File: src/rtl/assert_macros.svh
// Assertion macros shared by the queue and back-end RTL files.
`ifndef ASSERT_MACROS_SVH
`define ASSERT_MACROS_SVH

// Checks that a property holds at every rising clock edge outside reset.
`define SPP_ASSERT(label, clk, rst_n, prop) \
    label: assert property (@(posedge clk) disable iff (!rst_n) (prop)) \
        else $error("assertion violated");

// Checks that a condition implies a consequence in the same cycle.
`define SPP_ASSERT_IMPLY(label, clk, rst_n, cond, cons) \
    label: assert property (@(posedge clk) disable iff (!rst_n) (cond) |-> (cons)) \
        else $error("implication violated");

`endif

File: src/rtl/spp_pkg.sv
`timescale 1ns / 1ps

package spp_pkg;

    localparam int SCALE_W = 20;
    localparam int PITCH_W = 13;
    localparam int SRC_X_W = 9;
    localparam int SRC_Y_W = 8;
    localparam int COLOR_W = 8;
    localparam int ADDR_W = 24;
    localparam int DST_X_W = 13;
    localparam int DST_Y_W = 12;
    localparam int SPAN_W = 3;
    localparam int SCALE_CAP_INT = 8;

    typedef enum logic [1:0] {
        REG_X_SCALE = 2'd0,
        REG_Y_SCALE = 2'd1,
        REG_LINE_PITCH = 2'd2
    } spp_reg_index_t;

    // One covered rectangle, with spans stored as count minus one.
    typedef struct packed {
        logic [DST_X_W-1:0] x0;
        logic [DST_Y_W-1:0] y0;
        logic [SPAN_W-1:0]  w_m1;
        logic [SPAN_W-1:0]  h_m1;
        logic [COLOR_W-1:0] color;
    } spp_rect_t;

endpackage

File: src/rtl/spp_queue.sv
`timescale 1ns / 1ps

module spp_queue (
    input  logic               clk,
    input  logic               rst_n,
    input  logic               push,
    input  spp_pkg::spp_rect_t push_rect,
    output logic               full,
    input  logic               pop,
    output logic               valid,
    output spp_pkg::spp_rect_t pop_rect
);
    import spp_pkg::*;

    `include "assert_macros.svh"

    spp_rect_t  entry_reg [2];
    logic       wr_ptr_reg;
    logic       rd_ptr_reg;
    logic [1:0] count_reg;
    logic       do_push;
    logic       do_pop;

    always_comb
    begin
        full = (count_reg == 2'd2);
        valid = (count_reg != 2'd0);
        pop_rect = entry_reg[rd_ptr_reg];
        do_push = push && !full;
        do_pop = pop && valid;
    end

    always_ff @(posedge clk)
    begin
        if (do_push)
        begin
            entry_reg[wr_ptr_reg] <= push_rect;
        end
    end

    always_ff @(posedge clk or negedge rst_n)
    begin
        if (!rst_n)
        begin
            wr_ptr_reg <= 1'b0;
            rd_ptr_reg <= 1'b0;
            count_reg <= 2'd0;
        end
        else
        begin
            if (do_push)
            begin
                wr_ptr_reg <= !wr_ptr_reg;
            end
            if (do_pop)
            begin
                rd_ptr_reg <= !rd_ptr_reg;
            end
            count_reg <= count_reg + 2'(do_push) - 2'(do_pop);
        end
    end

    `SPP_ASSERT(a_count_bound, clk, rst_n, count_reg <= 2'd2)
    `SPP_ASSERT_IMPLY(a_ptr_match, clk, rst_n, count_reg == 2'd0 || count_reg == 2'd2, wr_ptr_reg == rd_ptr_reg)
    `SPP_ASSERT_IMPLY(a_no_push_full, clk, rst_n, full, !do_push)

endmodule

File: config.mk
export PLATFORM = sky130hd
export DESIGN_NAME = spp_queue
export DESIGN_NICKNAME = d
export VERILOG_FILES = /design/src/rtl/spp_pkg.sv /design/src/rtl/spp_queue.sv
export VERILOG_INCLUDE_DIRS = /design/src /design/src/rtl
export SDC_FILE = /design/constraint.sdc
export NUM_CORES = 1
export LEC_CHECK = 0
export BUFFER_PORTS_ARGS = -buffer_cell sky130_fd_sc_hd__buf_2
export CAP_MARGIN = 20
export CORE_UTILIZATION = 51
export DETAILED_ROUTE_END_ITERATION = 10
export GPL_ROUTABILITY_DRIVEN = 0
export PLACE_DENSITY = 0.86
export SYNTH_ARGS = -nofsm -noshare
export SYNTH_HDL_FRONTEND = slang
export SYNTH_SLANG_ARGS = --single-unit
File: constraint.sdc
create_clock -name clk -period 3.1 [get_ports clk]
set_input_delay 0.775 -clock clk [delete_from_list [all_inputs] [get_ports clk]]
set_output_delay 0.775 -clock clk [all_outputs]
set_load 0.03 [all_outputs]
==> impl_metrics.tcl <==
set metrics [dict create \
    slew_violations 0 \
    synth-seq-cells 82 \
    core-area_sq_um 5608 \
    hold_class "input port to asynchronous set/reset pin" \
    ir_drop_uv 739.1 \
    skew_ns 0.01048 \
    final_nets 278 \
    critPathMaxFanout 23 \
    fillerInstances 416 \
    critPathRequiredTime_ns 2.32 \
    pin_count 84 \
    power.density_nw_per_um2 995.3 \
    relSlewSlack 0.5735 \
    setup_viol 0 \
    synth-simple-area-share 0.01157 \
    cts_setup_buffers 0 \
    syn_avg_cell_area_sq_um 21.79 \
    dp_hpwl_um 3411 \
    dr_total_vias 1568 \
    initial_core_util 0.5402 \
    startpoint_type "flop" \
    p_leak_nw 1.425 \
    final_common_cell "buf_2" \
    grt_max_degree 40 \
    hold_ws_ns 0.2499 \
    dr.pass1.iters 4 \
    cp-end-kind "primary output" \
    yosysWarnings 0 \
    areaGrowthSynthToFinish_pct 22.68 \
    ys_types 14 \
    die_h_um 79.07 \
    synthTopCellsByArea "edfxtp_1 (77%), mux2_2 (14%), dfrtp_1 (3.3%)" \
    worstSetupPathType "flop to primary output" \
    yosysTopAreaCell "edfxtp_1" \
    cts_resized 0 \
    critPathArrivalTime_ns 1.86 \
    final_cell_mix "buf_2 (83), edfxtp_1 (78), mux2_2 (39)" \
    postSynthNetCount 184 \
    synth_top_family_by_area "multiplexers" \
    path_clk_slew_ns 0.07 \
    clock_path_buffers 2 \
    overflow 0 \
    synthMuxAreaShare 0.1450 \
    cts_sinks 82 \
    die_x_um 79.07 \
    viasPerCell 5.058 \
    drc 0 \
    largest_reg_flops 78 \
    wl_per_cell_um 16.02 \
    status "completed" \
    final.min_clock_period_ns 2.636 \
    utilization 0.6627 \
    drt_wl_total_um 4966 \
    dieArea_sq_um 6252 \
    synthAdderAreaFrac 0.008261 \
    numCtsBuffers 9 \
    multi_input_area_sq_um 543.0 \
    clock_latency_ns 0.33 \
    port_buffers 83 \
    synth_xor_area_frac 0.01157 \
    n_antenna_cell 0 \
    netlist.area_leader.share 0.7732 \
    seq_area_sq_um 2444 \
    synth-compound-area-share 0 \
    tightest_slew_ns 0.6383 \
    antenna_found_initial 0 \
    placed_area_sq_um 3542 \
    fmax_ghz 0.3794 \
    fin_crit_sh 0.8503 \
    ant_nets 0 \
    yosysSeqAreaShare 0.8063 \
    fin_cells 310 \
    grt_pass1_vias 1660 \
    cts_max_level 3 \
    grt_pass1_wl_um 7721 \
    grt_setup_unrepaired "false" \
    place_inst 294 \
    fin_tns_setup_ns 0 \
    grt_use_total 0.1726 \
    drive_gt1_frac 0.6050 \
    fin_area_sq_um 3716 \
    finalHoldViolations 0 \
    drv_cap 0 \
    postSynthCellCount 139 \
    cts_hold_buf 0 \
    drt_iter0_drc 87 \
    synth_area_sq_um 3029 \
    cts_root_buffer "clkbuf_8" \
    core.rowCount 27 \
    cts_tree "yes" \
]
area by class of cell:
class / count / share of cell area
Clock inverter: 3 / 0.004040
Tap cell: 72 / 0.02424
Timing Repair Buffer: 87 / 0.1232
Inverter: 2 / 0.002020
Clock buffer: 13 / 0.04276
Sequential cell: 82 / 0.6576
Multi-Input combinational cell: 51 / 0.1461
routing by layer:
metal,up-vias,part of all wire,GRT usage
met5,-,0,0
met4,0,0.0056,0.09091
met3,2,0.035,0.03678
met2,46,0.59,0.3181
met1,786,0.37,0.1832
li1,734,-,-
cell usage after synthesis:
master,number
and2_4,1
and3_1,1
buf_6,4
dfrtp_1,4
edfxtp_1,78
ha_1,2
inv_1,2
mux2_2,39
nand2_1,1
nand2b_1,1
nor2_1,1
or2_1,1
xnor2_1,3
xor2_1,1
stage by stage:
stage	total power, mW	setup WS (ns)
floorplan	2.706	0.1526
global placement	3.032	0.8227
detailed placement	3.078	0.8034
CTS	3.744	0.4320
global route	3.874	0.3730
finish	3.698	0.4641
critical path: stages (launching register included):
cell and delay (ns):
dfrtp_2 0.71, buf_4 0.29, mux2_2 0.35, buf_2 0.18
path summary, 6_finish.rpt:
| path | cells after the start | end | from | slack (ns) |
|---|---|---|---|---|
| min in group clk | 1 | count_reg[0]$_DFF_PN0_ | count_reg[0]$_DFF_PN0_ | 0.52 |
| max in group asynchronous | 1 | rd_ptr_reg$_DFFE_PN0P_ | rst_n | 2.71 |
| min | 1 | count_reg[0]$_DFF_PN0_ | rst_n | 0.25 |
| max reg2reg | 4 | entry_reg[0][18]$_DFFE_PP_ | count_reg[1]$_DFF_PN0_ | 1.33 |
| min reg2reg | 1 | count_reg[0]$_DFF_PN0_ | count_reg[0]$_DFF_PN0_ | 0.52 |
| max | 3 | pop_rect[4] | rd_ptr_reg$_DFFE_PN0P_ | 0.46 |
report_power, final:
group | leakage [nW] | internal [mW] | switching [mW]
combinational | 0.562 | 0.512 | 0.875
clock | 0.0932 | 0.332 | 0.335
sequential | 0.770 | 1.52 | 0.127
total | 1.42 | 2.36 | 1.34
kinds of logic after synthesis:
logic type               after synthesis
flip-flops                            82
multiplexers                          39
AND/OR/NAND/NOR                        6
buffers and inverters                  6
adder cells (fa/ha/maj)                2
XOR/XNOR                               4
Power figures use the tool's default switching activity.
