===== src/rtl/assert_macros.svh =====
// Assertion macros shared by the queue and back-end RTL files.
`ifndef ASSERT_MACROS_SVH
`define ASSERT_MACROS_SVH

// Checks that a property holds at every rising clock edge outside reset.
`define SPP_ASSERT(label, clk, rst_n, prop) \
    label: assert property (@(posedge clk) disable iff (!rst_n) (prop)) \
        else $error("assertion violated");

// Checks that a condition implies a consequence in the same cycle.
`define SPP_ASSERT_IMPLY(label, clk, rst_n, cond, cons) \
    label: assert property (@(posedge clk) disable iff (!rst_n) (cond) |-> (cons)) \
        else $error("implication violated");

`endif


===== src/rtl/spp_pkg.sv =====
`timescale 1ns / 1ps

package spp_pkg;

    localparam int SCALE_W = 20;
    localparam int PITCH_W = 13;
    localparam int SRC_X_W = 9;
    localparam int SRC_Y_W = 8;
    localparam int COLOR_W = 8;
    localparam int ADDR_W = 24;
    localparam int DST_X_W = 13;
    localparam int DST_Y_W = 12;
    localparam int SPAN_W = 3;
    localparam int SCALE_CAP_INT = 8;

    typedef enum logic [1:0] {
        REG_X_SCALE = 2'd0,
        REG_Y_SCALE = 2'd1,
        REG_LINE_PITCH = 2'd2
    } spp_reg_index_t;

    // One covered rectangle, with spans stored as count minus one.
    typedef struct packed {
        logic [DST_X_W-1:0] x0;
        logic [DST_Y_W-1:0] y0;
        logic [SPAN_W-1:0]  w_m1;
        logic [SPAN_W-1:0]  h_m1;
        logic [COLOR_W-1:0] color;
    } spp_rect_t;

endpackage


===== src/rtl/spp_back.sv =====
`timescale 1ns / 1ps

module spp_back (
    input  logic                        clk,
    input  logic                        rst_n,
    input  logic                        q_valid,
    input  spp_pkg::spp_rect_t          q_rect,
    output logic                        q_pop,
    input  logic [spp_pkg::PITCH_W-1:0] line_pitch,
    output logic                        empty,
    input  logic                        pop,
    output logic [spp_pkg::ADDR_W-1:0]  pixel_address,
    output logic [spp_pkg::COLOR_W-1:0] pixel_color,
    output logic                        last_write
);
    import spp_pkg::*;

    `include "assert_macros.svh"

    localparam int PROD_W = DST_Y_W + PITCH_W;

    logic               busy_reg, busy_next;
    spp_rect_t          rect_reg, rect_next;
    logic [SPAN_W-1:0]  col_idx_reg, col_idx_next;
    logic [SPAN_W-1:0]  row_idx_reg, row_idx_next;
    logic [DST_X_W-1:0] cur_col_reg, cur_col_next;
    logic [DST_Y_W-1:0] cur_row_reg, cur_row_next;
    logic               out_valid_reg, out_valid_next;
    logic [ADDR_W-1:0]  addr_reg, addr_next;
    logic [COLOR_W-1:0] color_reg, color_next;
    logic               last_reg, last_next;
    logic               taken;
    logic               emit;
    logic               emit_last;
    logic [PROD_W-1:0]  row_prod;

    always_comb
    begin
        taken = pop && out_valid_reg;
        emit = busy_reg && (!out_valid_reg || taken);
        emit_last = emit && (col_idx_reg == rect_reg.w_m1) && (row_idx_reg == rect_reg.h_m1);
        q_pop = q_valid && (!busy_reg || emit_last);
        row_prod = PROD_W'(cur_row_reg) * PROD_W'(line_pitch);

        busy_next = busy_reg;
        rect_next = rect_reg;
        col_idx_next = col_idx_reg;
        row_idx_next = row_idx_reg;
        cur_col_next = cur_col_reg;
        cur_row_next = cur_row_reg;
        out_valid_next = out_valid_reg;
        addr_next = addr_reg;
        color_next = color_reg;
        last_next = last_reg;

        if (emit)
        begin
            out_valid_next = 1'b1;
            addr_next = row_prod[ADDR_W-1:0] + ADDR_W'(cur_col_reg);
            color_next = rect_reg.color;
            last_next = emit_last;
            if (row_idx_reg == rect_reg.h_m1)
            begin
                row_idx_next = '0;
                cur_row_next = rect_reg.y0;
                col_idx_next = col_idx_reg + 1'b1;
                cur_col_next = cur_col_reg + 1'b1;
            end
            else
            begin
                row_idx_next = row_idx_reg + 1'b1;
                cur_row_next = cur_row_reg + 1'b1;
            end
        end
        else if (taken)
        begin
            out_valid_next = 1'b0;
        end

        if (q_pop)
        begin
            busy_next = 1'b1;
            rect_next = q_rect;
            col_idx_next = '0;
            row_idx_next = '0;
            cur_col_next = q_rect.x0;
            cur_row_next = q_rect.y0;
        end
        else if (emit_last)
        begin
            busy_next = 1'b0;
        end
    end

    always_ff @(posedge clk)
    begin
        rect_reg <= rect_next;
        col_idx_reg <= col_idx_next;
        row_idx_reg <= row_idx_next;
        cur_col_reg <= cur_col_next;
        cur_row_reg <= cur_row_next;
        addr_reg <= addr_next;
        color_reg <= color_next;
        last_reg <= last_next;
    end

    always_ff @(posedge clk or negedge rst_n)
    begin
        if (!rst_n)
        begin
            busy_reg <= 1'b0;
            out_valid_reg <= 1'b0;
        end
        else
        begin
            busy_reg <= busy_next;
            out_valid_reg <= out_valid_next;
        end
    end

    assign empty = !out_valid_reg;
    assign pixel_address = addr_reg;
    assign pixel_color = color_reg;
    assign last_write = last_reg;

    `SPP_ASSERT_IMPLY(a_col_bound, clk, rst_n, busy_reg, col_idx_reg <= rect_reg.w_m1)
    `SPP_ASSERT_IMPLY(a_row_bound, clk, rst_n, busy_reg, row_idx_reg <= rect_reg.h_m1)
    `SPP_ASSERT(a_stall_hold, clk, rst_n, (out_valid_reg && !pop) |=> (out_valid_reg && $stable(addr_reg) && $stable(last_reg)))

endmodule


===== config.mk =====
export PLATFORM = sky130hd
export DESIGN_NAME = spp_back
export DESIGN_NICKNAME = d
export VERILOG_FILES = /design/src/rtl/spp_pkg.sv /design/src/rtl/spp_back.sv
export VERILOG_INCLUDE_DIRS = /design/src /design/src/rtl
export SDC_FILE = /design/constraint.sdc
export NUM_CORES = 1
export LEC_CHECK = 0
export BUFFER_PORTS_ARGS = -buffer_cell sky130_fd_sc_hd__buf_2
export CORE_MARGIN = 3
export CORE_UTILIZATION = 40
export CTS_CLUSTER_SIZE = 25
export DETAILED_ROUTE_END_ITERATION = 8
export SLEW_MARGIN = 20
export SYNTH_ARGS = -nofsm -noshare
export SYNTH_HDL_FRONTEND = slang
export SYNTH_SLANG_ARGS = --single-unit

===== constraint.sdc =====
create_clock -name clk -period 9.6 [get_ports clk]
set_clock_uncertainty 0.2 [all_clocks]
set_input_delay 2.4 -clock clk [delete_from_list [all_inputs] [get_ports clk]]
set_output_delay 2.4 -clock clk [all_outputs]
set_load 0.005 [all_outputs]

==> results by group, run 1 <==
Run status
  – Status: complete, no violations

Flow run
  – Max_cap viols: 0

Synth
  – Ys Warns: 0
  – Number of synthesized flops with an enable pin: 84
  – Ys async rst share: 2.17%
  – Synth cell types: 43
  – Cell taking the most area after synthesis: edfxtp_1
  – Syn nets: 1170
  – Main flop type after synthesis: edfxtp_1
  – FF+latch count, synth: 92
  – Mapped Cells: 922
  – Count leader, synth: inv_1
  – Cell Area, Synth: 9190 um2
  – Top cell type's share of synthesized area: 27.4%
  – Sequential element share of the synthesized area: 29.3%
  – Synth cell count leaders: inv_1, nand2_1, fa_1
  – Post-Syn Area per Cell: 9.97 um2
  – Largest cells by area after synthesis: edfxtp_1, fa_1, ha_1

Floorplan
  – Initial Util: 41.3%
  – Die width: 158 um
  – Core area: 22200 um2
  – Die Y: 158 um
  – Full die area: 24800 um2
  – I/O pin count: 91
  – Row count: 54

Timing
  – Final hold viol count: 0
  – Number of setup violations in the final report: 0
  – Worst-Margin Slew: 0.777 ns
  – Slew Viols, Final: 0
  – Minimum clock period: 7.49 ns
  – Tcrit/Tclk final: 78.1%
  – Setup tns final: 0 ns
  – Slew headroom: 47.9%
  – Setup repair after global routing missed its margin: no
  – Fmax: 133 MHz

Critical path
  – Data arrival, critical path: 7.40 ns
  – CP max-delay cell: a211oi_1
  – Reg2reg setup slack: 3.60 ns
  – Most frequent CP cell: fa_1
  – CP max stage delay: 0.69 ns
  – Worst-path maximum fanout: 12
  – Worst Path Buf+Inv: 5
  – Crit-path cells: buf_2 -> and2_1 -> fa_1 -> inv_1 -> fa_1 -> inv_1 -> fa_1 -> fa_1 -> inv_1 -> fa_1 -> inv_1 -> ha_1 -> o21ai_0 -> a211oi_1 -> a211oi_1 -> nand2_1 -> a41oi_1 -> xnor2_1
  – Crit path kind: primary input to flop
  – Required time worst endpoint: 9.51 ns
  – Startpoint types: primary input
  – Largest delay share family, worst path: adder cells
  – Crit end category: flop

CTS
  – Clock Latency Late Sink: 0.37 ns
  – Clock transition at path regs: 0.08 ns
  – CTS Buf Count: 9
  – Clock sink total: 92
  – CTS resizes: 0
  – Clock tree buffer depth: 2
  – Root Buffer: clkbuf_16
  – Clock tree from TritonCTS: yes
  – Cts hold-fix bufs: 0
  – H-Tree Depth: 3
  – Setup bufs post-CTS: 0

Global route
  – Pin count of the biggest net entering global routing: 77
  – Tot GR Track Use: 16.8%
  – First-pass GRT wire length: 32.9 mm
  – Vias in the first global route: 6423
  – Grt ovf: 0
  – Initial antenna violation count: 1

Finish
  – Layout cells sized above 1: 11.6%
  – Largest register FFs: 26
  – Area grow syn2layout: 10.7%
  – Final nets: 1237
  – Fillers: 2106
  – Final Non-Filler Cells: 1275

Hold path
  – HP Class: flop to flop

Drt
  – DR iter-0 viols: 233
  – Number of vias per cell: 4.76
  – Total number of vias: 6074
  – Routed WL: 19.3 mm
  – DRC errors left: 0
  – First-pass DRT Iterations: 5
  – DRT antenna net count: 0
  – DR WL/cell: 15.2 um

Placement
  – PortBufs: 90
  – Post-DP HPWL: 15.2 mm
  – Placed cells: 1258
  – GPL Wtd Cong: 0.818
## cell type report
class	count	area (um2)	share of cell area (%)
flip-flops and latches	92	2690	26.5
clock buffers	9	225	2.21
well taps	280	350	3.44
clock inverters	7	86.3	0.849
multi-input cells	603	5630	55.4
diodes	1	2.50	0.0246
repair buffers	92	465	4.58
inverters	191	717	7.05
## logic make-up after synthesis
family | after synthesis | synth area share (%)
flip-flops | 92 | 29.3
AO/OA/AOI/OAI | 86 | 5.60
multiplexers | 6 | 0.654
AND/OR/NAND/NOR | 265 | 13.9
buffers and inverters | 227 | 9.42
XOR/XNOR | 54 | 5.15
adder cells (fa/ha/maj) | 192 | 36.0
## stage by stage
| stage | hold slack (ns) | utilization (%) | area [um2] | worst slack (ns) |
|---|---|---|---|---|
| finish | 0.224 | 45.8 | 10200 | 2.11 |
| global route | 0.232 | 45.8 | 10200 | 1.75 |
| CTS | 0.225 | 45.7 | 10200 | 2.04 |
| detailed placement | 0.205 | 44.3 | 9860 | 1.68 |
| global placement | 0.202 | 44.3 | 9860 | 1.74 |
| floorplan | 0.200 | - | 9190 | 2.09 |
## placed cells by master, fill, tap and decap left out, drive strengths merged, types with 2 or more instances in the layout
cell    Yosys  routed
a21oi      26      26
a21o        6       6
a31oi       3       3
clkinv      0       3
a21boi      2       2
and2       82      82
ha         71      71
buf         4      92
nor4        2       2
o21ai      34      34
dfrtp       2       2
nor3        4       4
a211oi      4       4
o211ai      2       2
xnor2      40      40
fa        121     121
clkbuf     32       9
dfxtp       6       6
edfxtp     84      84
and3        8       8
nand4       3       3
nand3      10      10
nand2b      3       3
nand2     130     130
xor2       14      14
inv       191     195
mux2i       6       6
o21bai      3       3
nor2       20      20
## worst paths after layout
check,start,to,depth (start not counted)
worst max-delay path,line_pitch[6],pixel_address[20]$_DFFE_PP_,18
worst min-delay path,rect_reg[6]$_DFFE_PP_,pixel_color[6]$_DFFE_PP_,0
worst max register to register,cur_row_reg[2]$_DFFE_PP_,pixel_address[20]$_DFFE_PP_,17
worst min register to register,rect_reg[6]$_DFFE_PP_,pixel_color[6]$_DFFE_PP_,0
max in group asynchronous,rst_n,out_valid_reg$_DFFE_PN0P_,1
min in group asynchronous,rst_n,busy_reg$_DFFE_PN0P_,1
## per-layer routing
layer	share of wire (%)	global-route usage (%)	vias up
li1	-	-	2991
met1	49	24.5	2968
met2	46	26.6	103
met3	3.7	2.68	12
met4	1.2	4.17	0
met5	0	0	-
Power of run 1 is left out: the tool's default activity adds up to more than one toggle a clock period on the data nets, which glitch-free logic cannot reach.
==> run 2, diff against run 1 <==
==> constraint.sdc (replaced) <==
create_clock -name clk -period 7.6 [get_ports clk]
set_clock_uncertainty 0.2 [all_clocks]
set_input_delay 1.9 -clock clk [delete_from_list [all_inputs] [get_ports clk]]
set_output_delay 1.9 -clock clk [all_outputs]
set_load 0.005 [all_outputs]
==> run 2 against run 1 <==
  * Flip-flop and latch count unchanged
  * Global-route usage about the same
  * Cell area increased by 0.32%
  * Non-clock buffer count rose by 4
  * Largest cell class unchanged
  * Via count decreased by 0.18%
  * Die area did not move
  * Clock-buffer cell count did not move
  * Sequential share of layout area decreased by 0.084 points
  * Setup slack lost 1.3 ns
  * Register-to-register slack got worse by 1.9 ns
  * Utilization up 0.15 points
  * Wire length increased by 0.82%
==> results by group, run 2 (synthesis results as in run 1) <==
Hold path
  – HP Start: rect_reg[4]$_DFFE_PP_
  – HP Class: flop to flop
  – Hold depth: 0 (unchanged)
  – Hold endpoint: pixel_color[4]$_DFFE_PP_

CTS
  – Cts hold-fix bufs: 0 (unchanged)
  – Clock sink total: 92 (unchanged)
  – CTS Buf Count: 9 (unchanged)
  – Clock transition at path regs: 0.08 ns (about the same)
  – Clock tree from TritonCTS: yes
  – Clock tree buffer depth: 2 (unchanged)
  – Setup bufs post-CTS: 0 (unchanged)
  – Root Buffer: clkbuf_16
  – CTS resizes: 0 (unchanged)
  – H-Tree Depth: 3 (unchanged)
  – Clock Latency Late Sink: 0.36 ns (about the same)

Timing
  – Minimum clock period: 6.80 ns
  – Final hold viol count: 0 (unchanged)
  – Slew headroom: 50.0% (+2.1 points)
  – Tcrit/Tclk final: 89.5%
  – Number of setup violations in the final report: 0 (unchanged)
  – Fmax: 147 MHz
  – Worst-Margin Slew: 0.750 ns (-0.0268 ns)
  – Slew Viols, Final: 0 (unchanged)
  – Setup tns final: 0 ns (unchanged)
  – Setup repair after global routing missed its margin: no

Global route
  – Pin count of the biggest net entering global routing: 77 (unchanged)
  – Vias in the first global route: 6330 (-1.4%)
  – First-pass GRT wire length: 32.7 mm (-0.67%)
  – Tot GR Track Use: 16.8% (-0.041 points)
  – Initial antenna violation count: 2 (+1)
  – Grt ovf: 0 (unchanged)

Critical path
  – Most frequent CP cell: fa_1
  – Crit end category: flop
  – R2R depth: 17 (unchanged)
  – CP max stage delay: 0.52 ns (-0.17 ns)
  – CP max-delay cell: fa_1
  – Largest delay share family, worst path: adder cells
  – Startpoint types: primary input
  – Reg2reg setup slack: 1.71 ns (-1.89 ns)
  – Worst Path Buf+Inv: 5 (unchanged)
  – Reg-to-Reg Start: cur_row_reg[2]$_DFFE_PP_
  – Required time worst endpoint: 7.51 ns (-2.00 ns)
  – Data arrival, critical path: 6.71 ns (-0.69 ns)
  – Crit path kind: primary input to flop
  – Launch point of the worst path: line_pitch[8]
  – Capture instance of the worst register-to-register path: pixel_address[19]$_DFFE_PP_
  – Crit-path cells: buf_2 -> and2_1 -> fa_1 -> inv_1 -> fa_1 -> inv_1 -> fa_1 -> fa_1 -> inv_1 -> fa_1 -> inv_1 -> ha_1 -> and3_1 -> a221o_2 -> a31o_4 -> a31oi_1 -> o21ai_0 -> xor2_1
  – Worst-path maximum fanout: 12 (unchanged)

Floorplan
  – Die width: 158 um (unchanged)
  – Die Y: 158 um (unchanged)
  – Core area: 22200 um2 (unchanged)
  – Row count: 54 (unchanged)
  – Full die area: 24800 um2 (unchanged)
  – I/O pin count: 91 (unchanged)
  – Initial Util: 41.3% (unchanged)

Flow run
  – Max_cap viols: 0 (unchanged)

Placement
  – PortBufs: 90 (unchanged)
  – Placed cell areas: 9890 um2 (+0.30%)
  – Post-DP HPWL: 15.0 mm (-1.4%)
  – GPL Wtd Cong: 0.825 (+0.83%)

Drt
  – DRT antenna net count: 0 (unchanged)
  – Met3 wire length: 759 um (+7.4%)
  – DR iter-0 viols: 344 (+48%)
  – M1 WL: 9.79 mm (+3.0%)
  – Routed WL: 19.5 mm (+0.82%)
  – Number of vias per cell: 4.74 (-0.57%)
  – Met2 WL: 8.68 mm (-2.5%)
  – DR WL/cell: 15.2 um (+0.43%)
  – DRC errors left: 0 (unchanged)
  – First-pass DRT Iterations: 5 (unchanged)
  – Top Layer Used: met4
  – Total number of vias: 6063 (-0.18%)

Run status
  – Status: complete, no violations

Finish
  – Area of the multi-input gates: 5630 um2 (unchanged)
  – Final cell area excluding filler cells: 10200 um2 (+0.32%)
  – Commonest non-fill, non-tap cell in the layout: inv_1
  – Final core occ: 45.9% (+0.15 points)
  – Fillers: 2109 (+0.14%)
  – Sequential cell area: 2690 um2 (unchanged)
  – Area grow syn2layout: 11.0%
  – Layout cells sized above 1: 11.9% (+0.35 points)
  – Largest register FFs: 26 (unchanged)
  – Most frequent cells in the layout: inv_1, nand2_1, fa_1, buf_2, edfxtp_1
  – Final nets: 1241 (+0.32%)
[run 2: changes by cell type in the layout (fill, tap and decap cells not counted), sizes merged]
cell   before  now
buf        92   96
diode       1    2
[run 2: cell type report]
cell class	count	share of cell area, %
well taps	280	3.43
inverters	191	7.03
multi-input cells	603	55.2
clock inverters	7	0.846
flip-flops and latches	92	26.4
diodes	2	0.0490
repair buffers	96	4.86
clock buffers	9	2.21
[run 2: metal layers]
| layer | vias to the layer above | global-route usage [%] |
|---|---|---|
| li1 | 3005 | - |
| met1 | 2940 | 24.9 |
| met2 | 101 | 26.0 |
| met3 | 17 | 2.76 |
| met4 | 0 | 3.93 |
| met5 | - | 0 |
[run 2: metrics by stage]
| step | hold WS, ns | setup WS, ns | std cells |
|---|---|---|---|
| floorplan | 0.200 | 0.593 | 922 |
| global placement | 0.201 | 0.479 | 1262 |
| detailed placement | 0.206 | 0.437 | 1262 |
| global route | 0.230 | 0.595 | 1280 |
| finish | 0.226 | 0.800 | 1280 |
| CTS | 0.225 | 0.818 | 1278 |
[run 2: worst max-delay path by stage]
stage / slack (ns) / depth (start not counted) / to
floorplan: 0.59 / 18 / pixel_address[19]$_DFFE_PP_
global placement: 0.48 / 18 / pixel_address[19]$_DFFE_PP_
detailed placement: 0.44 / 19 / pixel_address[20]$_DFFE_PP_
CTS: 0.82 / 19 / pixel_address[20]$_DFFE_PP_
global route: 0.60 / 20 / pixel_address[20]$_DFFE_PP_
finish: 0.80 / 18 / pixel_address[19]$_DFFE_PP_
Power of run 2 is left out for the same reason.
==> run 3, diff against run 2 <==
--- a/config.mk
+++ b/config.mk
@@ -6,6 +6,7 @@
 export SDC_FILE = /design/constraint.sdc
 export NUM_CORES = 1
 export LEC_CHECK = 0
+export ABC_AREA = 1
 export BUFFER_PORTS_ARGS = -buffer_cell sky130_fd_sc_hd__buf_2
 export CORE_MARGIN = 3
 export CORE_UTILIZATION = 40
==> run 3 against run 2 <==
  * Sequential share of layout area down 1.8 points
  * Non-clock buffer count shrank 3
  * Cell area increased by 7.2%
  * Final cell count grew 25%
  * Synthesized cell count up 32%
  * Die area up 7.8%
  * Area after synthesis is 8.1% higher
  * Setup slack improved by 0.37 ns
  * Hold slack worse by 0.011 ns
  * Flip-flop and latch count unchanged
  * Wire length grew 7.1%
  * Critical path type unchanged
  * Critical endpoint is now pixel_address[21]$_DFFE_PP_
  * Highest routed layer unchanged
==> results by group, run 3 <==
Critical path
  – Worst path depth: 21 (+3)
  – Most frequent CP cell: inv_1
  – Data arrival, critical path: 6.32 ns (-0.39 ns)
  – Reg2reg setup slack: 2.16 ns (+0.45 ns)
  – Crit end category: flop
  – CP max-delay cell: fa_1
  – Required time worst endpoint: 7.50 ns (about the same)
  – R2R depth: 17 (unchanged)
  – Largest delay share family, worst path: adder cells
  – Startpoint types: primary input
  – Worst Path Buf+Inv: 7 (+2)
  – Crit path kind: primary input to flop
  – CP max stage delay: 0.54 ns (+0.02 ns)
  – Crit-path cells: buf_2 -> nand2_1 -> inv_1 -> fa_1 -> inv_1 -> fa_1 -> inv_1 -> fa_1 -> fa_1 -> inv_1 -> fa_1 -> inv_1 -> ha_1 -> nand2_1 -> inv_1 -> nand2_1 -> nand3_1 -> a21oi_1 -> nand3_1 -> nand2_1 -> nand2_1
  – Worst-path maximum fanout: 12 (unchanged)

CTS
  – Clock transition at path regs: 0.08 ns (about the same)
  – Clock Latency Late Sink: 0.35 ns (about the same)
  – Clock sink total: 92 (unchanged)
  – Cts hold-fix bufs: 0 (unchanged)
  – H-Tree Depth: 3 (unchanged)
  – Root Buffer: clkbuf_16
  – CTS Buf Count: 9 (unchanged)
  – Setup bufs post-CTS: 0 (unchanged)
  – Clock tree from TritonCTS: yes
  – CTS resizes: 0 (unchanged)
  – Clock tree buffer depth: 2 (unchanged)

Timing
  – Setup tns final: 0 ns (unchanged)
  – Minimum clock period: 6.43 ns (-0.373 ns)
  – Tcrit/Tclk final: 84.6% (-4.9 points)
  – Setup repair after global routing missed its margin: no
  – Slew headroom: 52.6% (+2.6 points)
  – Worst-Margin Slew: 0.708 ns (-0.0413 ns)
  – Fmax: 156 MHz (+5.8%)
  – Hold WS: 0.215 ns (-0.0106 ns)
  – Number of setup violations in the final report: 0 (unchanged)
  – Slew Viols, Final: 0 (unchanged)
  – Final hold viol count: 0 (unchanged)

Synth
  – Top cell type's share of synthesized area: 25.4% (-2.1 points)
  – Syn nets: 1464 (+25%)
  – Synth cell types: 31 (-28%)
  – Ys async rst share: 2.17% (unchanged)
  – Number of synthesized flops with an enable pin: 84 (unchanged)
  – Cell Area, Synth: 9940 um2 (+8.1%)
  – Largest cells by area after synthesis: edfxtp_1, fa_1, nand2_1
  – Main flop type after synthesis: edfxtp_1
  – Sequential element share of the synthesized area: 27.1% (-2.2 points)
  – FF+latch count, synth: 92 (unchanged)
  – Post-Syn Area per Cell: 8.17 um2 (-18%)
  – Mapped Cells: 1216 (+32%)
  – Synth cell count leaders: nand2_1, inv_1, fa_1
  – Count leader, synth: nand2_1
  – Cell taking the most area after synthesis: edfxtp_1
  – Ys Warns: 0 (unchanged)

Placement
  – PortBufs: 90 (unchanged)
  – GPL Wtd Cong: 0.839 (+1.7%)
  – Placed cell areas: 10600 um2 (+7.5%)
  – Post-DP HPWL: 16.9 mm (+12%)

Floorplan
  – I/O pin count: 91 (unchanged)
  – Die width: 164 um (+3.8%)
  – Row count: 57 (+5.6%)
  – Die Y: 164 um (+3.8%)
  – Full die area: 26800 um2 (+7.8%)
  – Initial Util: 40.7% (-0.60 points)
  – Core area: 24400 um2 (+9.7%)

Global route
  – Vias in the first global route: 7541 (+19%)
  – Pin count of the biggest net entering global routing: 38 (-51%)
  – Grt ovf: 0 (unchanged)
  – Tot GR Track Use: 16.7% (-0.077 points)
  – Initial antenna violation count: 0 (-2)
  – First-pass GRT wire length: 36.0 mm (+10%)

Finish
  – Final core occ: 44.9% (-1.0 points)
  – Ant diodes: 0 (-2)
  – Most frequent cells in the layout: nand2_1, inv_1, fa_1, buf_2, edfxtp_1
  – Layout cells sized above 1: 9.13% (-2.8 points)
  – Final nets: 1525 (+23%)
  – Largest register FFs: 26 (unchanged)
  – Commonest non-fill, non-tap cell in the layout: nand2_1
  – Area grow syn2layout: 10.1%
  – Final cell area excluding filler cells: 10900 um2 (+7.2%)

Drt
  – M1 WL: 9.74 mm (-0.56%)
  – First-pass DRT Iterations: 5 (unchanged)
  – Met2 WL: 9.91 mm (+14%)
  – DRT antenna net count: 0 (unchanged)
  – DR iter-0 viols: 273 (-21%)
  – Number of vias per cell: 4.55 (-3.9%)
  – DRC errors left: 0 (unchanged)
  – Met3 wire length: 996 um (+31%)
  – Routed WL: 20.9 mm (+7.1%)
  – DR WL/cell: 13.0 um (-15%)
  – Top Layer Used: met4
  – Total number of vias: 7314 (+21%)

Run status
  – Status: complete, no violations

Flow run
  – Max_cap viols: 0 (unchanged)

Hold path
  – HP Class: flop to flop
  – Hold depth: 0 (unchanged)
## run 3: logic make-up (layout without fill, tap and decap cells)
| kind of cell | after synthesis | count (layout) | share of synthesized area (%) |
|---|---|---|---|
| adder cells (fa/ha/maj) | 192 | 192 | 33.3 |
| AO/OA/AOI/OAI | 40 | 40 | 2.39 |
| AND/OR/NAND/NOR | 480 | 480 | 19.5 |
| buffers and inverters | 375 | 441 | 14.4 |
| flip-flops | 92 | 92 | 27.1 |
| XOR/XNOR | 37 | 37 | 3.26 |
## run 3: final timing paths
path / startpoint / to
worst max-delay path: line_pitch[9] / pixel_address[21]$_DFFE_PP_
worst max register to register: cur_row_reg[8]$_DFFE_PP_ / pixel_address[20]$_DFFE_PP_
min in group asynchronous: rst_n / busy_reg$_DFFE_PN0P_
worst min-delay path: rect_reg[2]$_DFFE_PP_ / pixel_color[2]$_DFFE_PP_
max in group asynchronous: rst_n / out_valid_reg$_DFFE_PN0P_
worst min register to register: rect_reg[2]$_DFFE_PP_ / pixel_color[2]$_DFFE_PP_
## run 3: through the flow
stage          setup slack (ns)  cells
6_report                   1.17   1606
5_1_grt                   0.860   1606
4_1_cts                    1.17   1606
3_5_place_dp              0.803   1590
3_3_place_gp              0.802   1590
2_1_floorplan              1.15   1216
## run 3: cell type report
cell class,instances,area (um2)
Clock buffer,9,225
Clock inverter,7,88.8
Fill cell,2474,13400
Inverter,332,1250
Multi-Input combinational cell,749,5810
Sequential cell,92,2690
Tap cell,324,405
Timing Repair Buffer,93,473
## run 3: routing by layer
layer	GRT usage, %	vias to the layer above
met3	2.66	18
li1	-	3693
met5	0	-
met1	22.5	3412
met2	28.3	191
met4	3.81	0
Power of run 3 is left out for the same reason.
